### config.mk
export PLATFORM = sky130hd
export DESIGN_NAME = hello_then_frame_deframer_core
export DESIGN_NICKNAME = d
export VERILOG_FILES = /design/src/htfd_pkg.sv /design/src/htfd_step.sv /design/src/hello_then_frame_deframer_core.sv
export SDC_FILE = /design/constraint.sdc
export NUM_CORES = 1
export LEC_CHECK = 0
export BUFFER_PORTS_ARGS = -buffer_cell sky130_fd_sc_hd__buf_4
export CAP_MARGIN = 20
export CORE_MARGIN = 2
export CORE_UTILIZATION = 30
export DETAILED_ROUTE_END_ITERATION = 12
export PLACE_DENSITY = 0.45
export SLEW_MARGIN = 10
export SYNTH_ARGS = -nofsm -noshare
export SYNTH_HDL_FRONTEND = slang
export SYNTH_SLANG_ARGS = --single-unit
### constraint.sdc
create_clock -name clock -period 4 [get_ports clock]
set_clock_uncertainty 0.05 [all_clocks]
set_input_delay 1 -clock clock [delete_from_list [all_inputs] [get_ports clock]]
set_output_delay 1 -clock clock [all_outputs]
set_load 0.01 [all_outputs]
### src/htfd_pkg.sv
`timescale 1ns / 1ps
// ----------------------------------------------------------------------------
// htfd_pkg
// shared types and constants of the greeting-then-frame deframer
// ----------------------------------------------------------------------------
package htfd_pkg;

   typedef enum logic [1:0] {
      SEC_GREETING = 2'd0,
      SEC_HEADER   = 2'd1,
      SEC_PAYLOAD  = 2'd2
   } section_type;

   typedef enum logic [1:0] {
      FLT_NONE    = 2'd0,
      FLT_HEADER  = 2'd1,
      FLT_LENGTH  = 2'd2,
      FLT_DROPPED = 2'd3
   } fault_type;

   // frame header layout
   localparam logic [31:0] FRAME_MAGIC     = 32'h4253_5552;
   localparam logic [7:0]  FRAME_VERSION   = 8'd1;
   localparam int          VERSION_AT      = 4;
   localparam int          SIZE_FIELD_AT   = 6;
   localparam int          LENGTH_FIELD_AT = 12;

   // one result transfer
   typedef struct packed {
      logic [7:0]  byte_out;
      section_type section;
      logic        greeting_end;
      logic        frame_end;
      fault_type   fault;
   } result_type;

endpackage

### src/htfd_step.sv
`timescale 1ns / 1ps
// ----------------------------------------------------------------------------
// htfd_step
// per-byte parse logic: next state and result for one received byte
// ----------------------------------------------------------------------------
module htfd_step #(
   parameter int GREETING_BYTES = 64,
   parameter int HEADER_BYTES   = 16,
   parameter int MAX_PAYLOAD    = 65536,
   parameter int OFF_W          = 6
) (
   input  logic [7:0]           byte_in,
   input  htfd_pkg::section_type section_cur,
   input  logic [OFF_W-1:0]     offset_cur,
   input  logic [31:0]          length_cur,
   input  logic                 header_bad_cur,
   input  logic                 failed_cur,
   output htfd_pkg::section_type section_nxt,
   output logic [OFF_W-1:0]     offset_nxt,
   output logic [31:0]          length_nxt,
   output logic                 header_bad_nxt,
   output logic                 failed_nxt,
   output htfd_pkg::result_type result
);
   import htfd_pkg::*;

   localparam logic [OFF_W-1:0] GREET_LAST = OFF_W'(GREETING_BYTES - 1);
   localparam logic [OFF_W-1:0] HDR_LAST   = OFF_W'(HEADER_BYTES - 1);
   localparam logic [15:0]      HDR_SIZE   = 16'(HEADER_BYTES);
   localparam logic [31:0]      MAX_LEN    = 32'(MAX_PAYLOAD);
   localparam logic [OFF_W-1:0] OFF_VER    = OFF_W'(VERSION_AT);
   localparam logic [OFF_W-1:0] OFF_SIZE   = OFF_W'(SIZE_FIELD_AT);
   localparam logic [OFF_W-1:0] OFF_LEN    = OFF_W'(LENGTH_FIELD_AT);
   localparam logic [OFF_W-1:0] OFF_LEN_END = OFF_W'(LENGTH_FIELD_AT + 4);

   logic        bad_now;
   logic [31:0] len_cap;
   logic [31:0] len_dec;

   always_comb begin
      bad_now = header_bad_cur;
      len_cap = length_cur;
      len_dec = (length_cur != 32'd0) ? length_cur - 32'd1 : length_cur;

      // header field checks and length capture
      if (offset_cur < OFF_W'(4)) begin
         if (byte_in != FRAME_MAGIC[{offset_cur[1:0], 3'b000} +: 8]) begin
            bad_now = 1'b1;
         end
      end else if (offset_cur == OFF_VER) begin
         if (byte_in != FRAME_VERSION) begin
            bad_now = 1'b1;
         end
      end else if (offset_cur == OFF_SIZE) begin
         if (byte_in != HDR_SIZE[7:0]) begin
            bad_now = 1'b1;
         end
      end else if (offset_cur == OFF_SIZE + OFF_W'(1)) begin
         if (byte_in != HDR_SIZE[15:8]) begin
            bad_now = 1'b1;
         end
      end else if (offset_cur >= OFF_LEN && offset_cur < OFF_LEN_END) begin
         len_cap[{offset_cur[1:0], 3'b000} +: 8] = byte_in;
      end

      section_nxt    = section_cur;
      offset_nxt     = offset_cur;
      length_nxt     = length_cur;
      header_bad_nxt = header_bad_cur;
      failed_nxt     = failed_cur;

      result.byte_out     = byte_in;
      result.section      = section_cur;
      result.greeting_end = 1'b0;
      result.frame_end    = 1'b0;
      result.fault        = FLT_NONE;

      if (failed_cur) begin
         result.fault = FLT_DROPPED;
      end else begin
         unique case (section_cur)
            SEC_GREETING: begin
               if (offset_cur >= GREET_LAST) begin
                  result.greeting_end = 1'b1;
                  section_nxt    = SEC_HEADER;
                  offset_nxt     = '0;
                  length_nxt     = '0;
                  header_bad_nxt = 1'b0;
               end else begin
                  offset_nxt = offset_cur + OFF_W'(1);
               end
            end
            SEC_PAYLOAD: begin
               length_nxt = len_dec;
               if (len_dec == 32'd0) begin
                  result.frame_end = 1'b1;
                  section_nxt    = SEC_HEADER;
                  offset_nxt     = '0;
                  header_bad_nxt = 1'b0;
               end
            end
            default: begin
               // frame header, also the unused section code
               result.section = SEC_HEADER;
               length_nxt     = len_cap;
               header_bad_nxt = bad_now;
               if (offset_cur >= HDR_LAST) begin
                  if (bad_now) begin
                     result.fault = FLT_HEADER;
                     failed_nxt   = 1'b1;
                  end else if (len_cap > MAX_LEN) begin
                     result.fault = FLT_LENGTH;
                     failed_nxt   = 1'b1;
                  end else if (len_cap == 32'd0) begin
                     result.frame_end = 1'b1;
                     section_nxt    = SEC_HEADER;
                     offset_nxt     = '0;
                     length_nxt     = '0;
                     header_bad_nxt = 1'b0;
                  end else begin
                     section_nxt = SEC_PAYLOAD;
                     offset_nxt  = '0;
                  end
               end else begin
                  section_nxt = SEC_HEADER;
                  offset_nxt  = offset_cur + OFF_W'(1);
               end
            end
         endcase
      end
   end

endmodule

### src/hello_then_frame_deframer_core.sv
`timescale 1ns / 1ps
// ----------------------------------------------------------------------------
// hello_then_frame_deframer_core
// byte-serial deframer: fixed greeting block, then length-prefixed frames
// ----------------------------------------------------------------------------
//  channel | dir | ports                                         | meaning
//  req     | in  | req_valid req_ready req_byte_in               | one stream byte
//  rsp     | out | rsp_valid rsp_ready rsp_byte_out rsp_section  | byte with marks
//          |     | rsp_greeting_end rsp_frame_end rsp_fault      |
//
//  one byte per cycle unless rsp stalls; a result shows in the cycle after its byte is taken
//  the parse state and the result register both advance on a req transfer
//  req_ready is high while the result register is empty or being drained
//  reset (synchronous) returns the parser to the start of the greeting
//  a fault sticks until reset; later bytes come back marked as dropped
// ----------------------------------------------------------------------------
module hello_then_frame_deframer_core #(
   parameter int GREETING_BYTES = 64,
   parameter int HEADER_BYTES   = 16,
   parameter int MAX_PAYLOAD    = 65536
) (
   input  logic                  clock,
   input  logic                  reset,
   input  logic                  req_valid,
   output logic                  req_ready,
   input  logic [7:0]            req_byte_in,
   output logic                  rsp_valid,
   input  logic                  rsp_ready,
   output logic [7:0]            rsp_byte_out,
   output logic [1:0]            rsp_section,
   output logic                  rsp_greeting_end,
   output logic                  rsp_frame_end,
   output logic [1:0]            rsp_fault
);
   import htfd_pkg::*;

   // offset counter spans the longer of greeting and header, with one spare
   // bit so the end of the length field is always representable
   localparam int OFF_W = $clog2((GREETING_BYTES > HEADER_BYTES) ?
                                 GREETING_BYTES : HEADER_BYTES) + 1;

   // parse state
   section_type       section_ff, section_in;
   logic [OFF_W-1:0]  offset_ff, offset_in;
   logic [31:0]       length_ff, length_in;
   logic              header_bad_ff, header_bad_in;
   logic              failed_ff, failed_in;

   // result register
   logic              rsp_valid_ff;
   result_type        result_ff, result_in;

   logic              req_xfer;

   // take a byte whenever the result slot is free or empties this cycle
   assign req_ready = !rsp_valid_ff || rsp_ready;
   assign req_xfer  = req_valid && req_ready;

   htfd_step #(
      .GREETING_BYTES (GREETING_BYTES),
      .HEADER_BYTES   (HEADER_BYTES),
      .MAX_PAYLOAD    (MAX_PAYLOAD),
      .OFF_W          (OFF_W)
   ) u_step (
      .byte_in        (req_byte_in),
      .section_cur    (section_ff),
      .offset_cur     (offset_ff),
      .length_cur     (length_ff),
      .header_bad_cur (header_bad_ff),
      .failed_cur     (failed_ff),
      .section_nxt    (section_in),
      .offset_nxt     (offset_in),
      .length_nxt     (length_in),
      .header_bad_nxt (header_bad_in),
      .failed_nxt     (failed_in),
      .result         (result_in)
   );

   // parse state advances only on a req transfer
   always_ff @(posedge clock) begin
      if (reset) begin
         section_ff    <= SEC_GREETING;
         offset_ff     <= '0;
         length_ff     <= '0;
         header_bad_ff <= 1'b0;
         failed_ff     <= 1'b0;
      end else if (req_xfer) begin
         section_ff    <= section_in;
         offset_ff     <= offset_in;
         length_ff     <= length_in;
         header_bad_ff <= header_bad_in;
         failed_ff     <= failed_in;
      end
   end

   // result valid: set by a req transfer, cleared when rsp is taken
   always_ff @(posedge clock) begin
      if (reset) begin
         rsp_valid_ff <= 1'b0;
      end else if (req_xfer) begin
         rsp_valid_ff <= 1'b1;
      end else if (rsp_ready) begin
         rsp_valid_ff <= 1'b0;
      end
   end

   // result payload, no reset needed
   always_ff @(posedge clock) begin
      if (req_xfer) begin
         result_ff <= result_in;
      end
   end

   assign rsp_valid        = rsp_valid_ff;
   assign rsp_byte_out     = result_ff.byte_out;
   assign rsp_section      = result_ff.section;
   assign rsp_greeting_end = result_ff.greeting_end;
   assign rsp_frame_end    = result_ff.frame_end;
   assign rsp_fault        = result_ff.fault;

endmodule

==> impl_results.md <==
* Outcome: complete, no violations
* P_leak at roughly 2.1 nW
* Post-synthesis mux area share at under 10%
* Largest family of logic cells by synthesized area: simple AND/OR/NAND/NOR gates
* Commonest non-fill, non-tap cells in the layout: buf_4, nand2_1, a21oi_1, nor2_1, o21ai_0
* Latest clock arrival within the worst-skew pair at 0.35 ns
* Max_cap viols at 0
* Initial antenna violation count at 0
* Synth warn at 0
* N_diodes at 0
* Share of layout cells above drive strength 1 at 17.0%
* RSZ-0062 raised after global routing: no
* Fraction of synthesized cell area in xor and xnor cells at 1.89%
* Synthesized instance count at 644
* Clock H-tree levels at 3
* Setup crit end kind: register
* Largest net degree at the start of global routing at 45
* Overall Global Routing Usage at about a quarter
* Hold WC Path Type: register to register
* Top cell by count, worst path: or4_1
* Post-DR wirelength/cell at ~22 um
* Async SR Flop Fraction at 0%
* Flops & latches, synth at 58
* Worst EP required at 4.18 ns
* # nets final at about 700
* Port bufs at 27
* Setup crit start kind: register
* Fraction of the mapped netlist area in adder cells at 2.17%
* Die ar. at 16400 um2
* Row Count at 45
* Die X at 128 um
* Vias at 5337
* Final instance area at 5550 um2
* CTS Buf Count at 9
* Core Util, Final at 36.7%
* Post-route ant nets at 0
* Share of the cycle needed by the critical path after routing at 95.7%
* DR iter-0 viols at 610
* Worst Max-Slew Pin Slew at between 0.7 and 0.8 ns
* Post-CTS Hold Fix Bufs at 0
* Final worst path period need at 3.83 ns
* Clock buffer depth at 2
* Fmax at 261 MHz
* VDD IR max at roughly 0.27 mV
* Crit path largest cell delay at 0.60 ns
* CP max-delay cell: or4_1
* Synthesized area at 4620 um2
* Final HPWL DP at 13.6 mm
* Slew HR at 53.0%
* WP data arrival at roughly 4 ns
* EDFF count, synth at 14
* CTS tree: built
* Delay-heaviest family, CP: simple AND/OR/NAND/NOR gates
* Worst hold slack at just over 0.5 ns
* GRT overflow at 0
* Part of the Yosys area used for sequential elements at 28.1%
* RePlAce Congestion at 0.950
* Synthesized Nets at 664
* Hold Vio Cnt, Final at 0
* Core box area at between 15000 and 20000 um2
* Postcts setup bufs at 0
* Worst Path Buf+Inv at 0
* Drt via density at 6.12
* Slew Viols, Final at 0
* First-pass DRT Iterations at 7
* CTS Sinks at 58
* Area grow syn2layout at 20.1%
* # DRC at 0
* Total power at approximately 3.2 mW
* Aggregate routed wire length at 19.3 mm
* Setup-failing EPs final at 0
* First-pass GRT wire length at 30.3 mm
* CP Cell Sequence: or4_1, or2_1, o41a_1, or4_1, or4_1, or4_4, o21a_4, mux2_4
* Synth Flop Type: dfxtp_1
* PostCTS Resize Cnt at 0
* Pwr dens at about 600 nW/um2
* Worst-path clk slew at 0.06 ns
* Most common cell after layout, fill and taps aside: buf_4
* Avg Synthesized Cell Area at 7.18 um2
* Crit Path Max Fanout at 5
* Synth Area in Simple Gates at 34.1%
* Vert. Die Dim at 128 um
* Vias in the first global route at 5121
* Post-DP Area at between 5000 and 6000 um2
* Num ports at 28
* Final setup margin at around 0.17 ns
* Worst setup slack after placement at between 0.08 and 0.09 ns
* Synth Area in Compound Gates at 25.7%
* Synth cell types at 68
* Root buf cell: clkbuf_16
* Initial Util at 30.5%
* Crit path kind: register to register
## registers in the layout, indices dropped and copies added (netlist names), 2 cells and up
register      flops
section_ff        2
rsp_section       2
rsp_byte_out      8
rsp_fault         2
length_ff        32
offset_ff         7
## worst reg2reg max path: stages (launching register included)
cell     delay, ns
dfxtp_1       0.31
or4_1         0.60
or2_1         0.26
o41a_1        0.37
or4_1         0.49
or4_1         0.51
or4_4         0.57
o21a_4        0.27
mux2_4        0.29
## cells in the mapped netlist (8+ instances only)
cell type,n,area [um2]
ha_1,8,100
dfxtp_1,44,881
nand3_1,47,235
inv_1,18,67.6
nor3_1,29,145
nand2_1,72,270
edfxtp_1,14,420
nor4_1,15,93.8
or4_1,12,90.1
nor2_1,55,206
o21ai_0,55,275
a22oi_1,9,67.6
or3_1,12,75.1
clkbuf_1,43,161
nand4_1,10,62.6
and3_1,11,68.8
a21oi_1,71,355
## cell type report
class	count	area [um2]
Clock inverter	7	125
Fill cell	1567	9590
Tap cell	188	235
Timing Repair Buffer	75	563
Multi-Input combinational cell	517	3040
Inverter	18	67.6
Sequential cell	58	1300
Clock buffer	9	225
## per-stage QoR
stage	TNS [ns]	cells
final	0	872
after floorplan	0	644
after CTS	0	872
after global routing	0	872
after global placement	-0.00968	856
after detailed placement	0	856
## report_power, final
part	switching, mW	internal [mW]	leakage, nW	total, mW
Combinational	1.05	0.593	1.47	1.65
Clock	0.314	0.613	0.170	0.928
Sequential	0.0379	0.636	0.493	0.674
## logic make-up (layout without fill, tap and decap cells)
kind of cell | count (synthesis) | in the layout
AOI/OAI and AO/OA | 193 | 193
xor gates and xnor gates | 10 | 10
adders and majority gates | 8 | 8
buffers and inverters | 69 | 109
DFF | 58 | 58
muxes | 5 | 5
and+or+nand+nor | 301 | 301
## routing by layer
metal / part of all wire [%] / vias up / track usage (%) / wire length [um]
li1: - / 2468 / - / -
met1: 45 / 2611 / 32.4 / 8660
met2: 46 / 213 / 37.4 / 8790
met3: 5.4 / 45 / 4.59 / 1050
met4: 4.1 / 0 / 12.1 / 797
met5: 0 / - / 0 / 0
## path summary, 6_finish.rpt
path / from / end / slack [ns] / depth (start not counted)
min reg2reg: header_bad_ff / header_bad_ff / 0.51 / 2
max reg2reg: length_ff[19] / offset_ff[0] / 0.17 / 8
min: header_bad_ff / header_bad_ff / 0.51 / 2
max: length_ff[19] / offset_ff[0] / 0.17 / 8
Note: power is estimated with default switching activity, not from simulation.
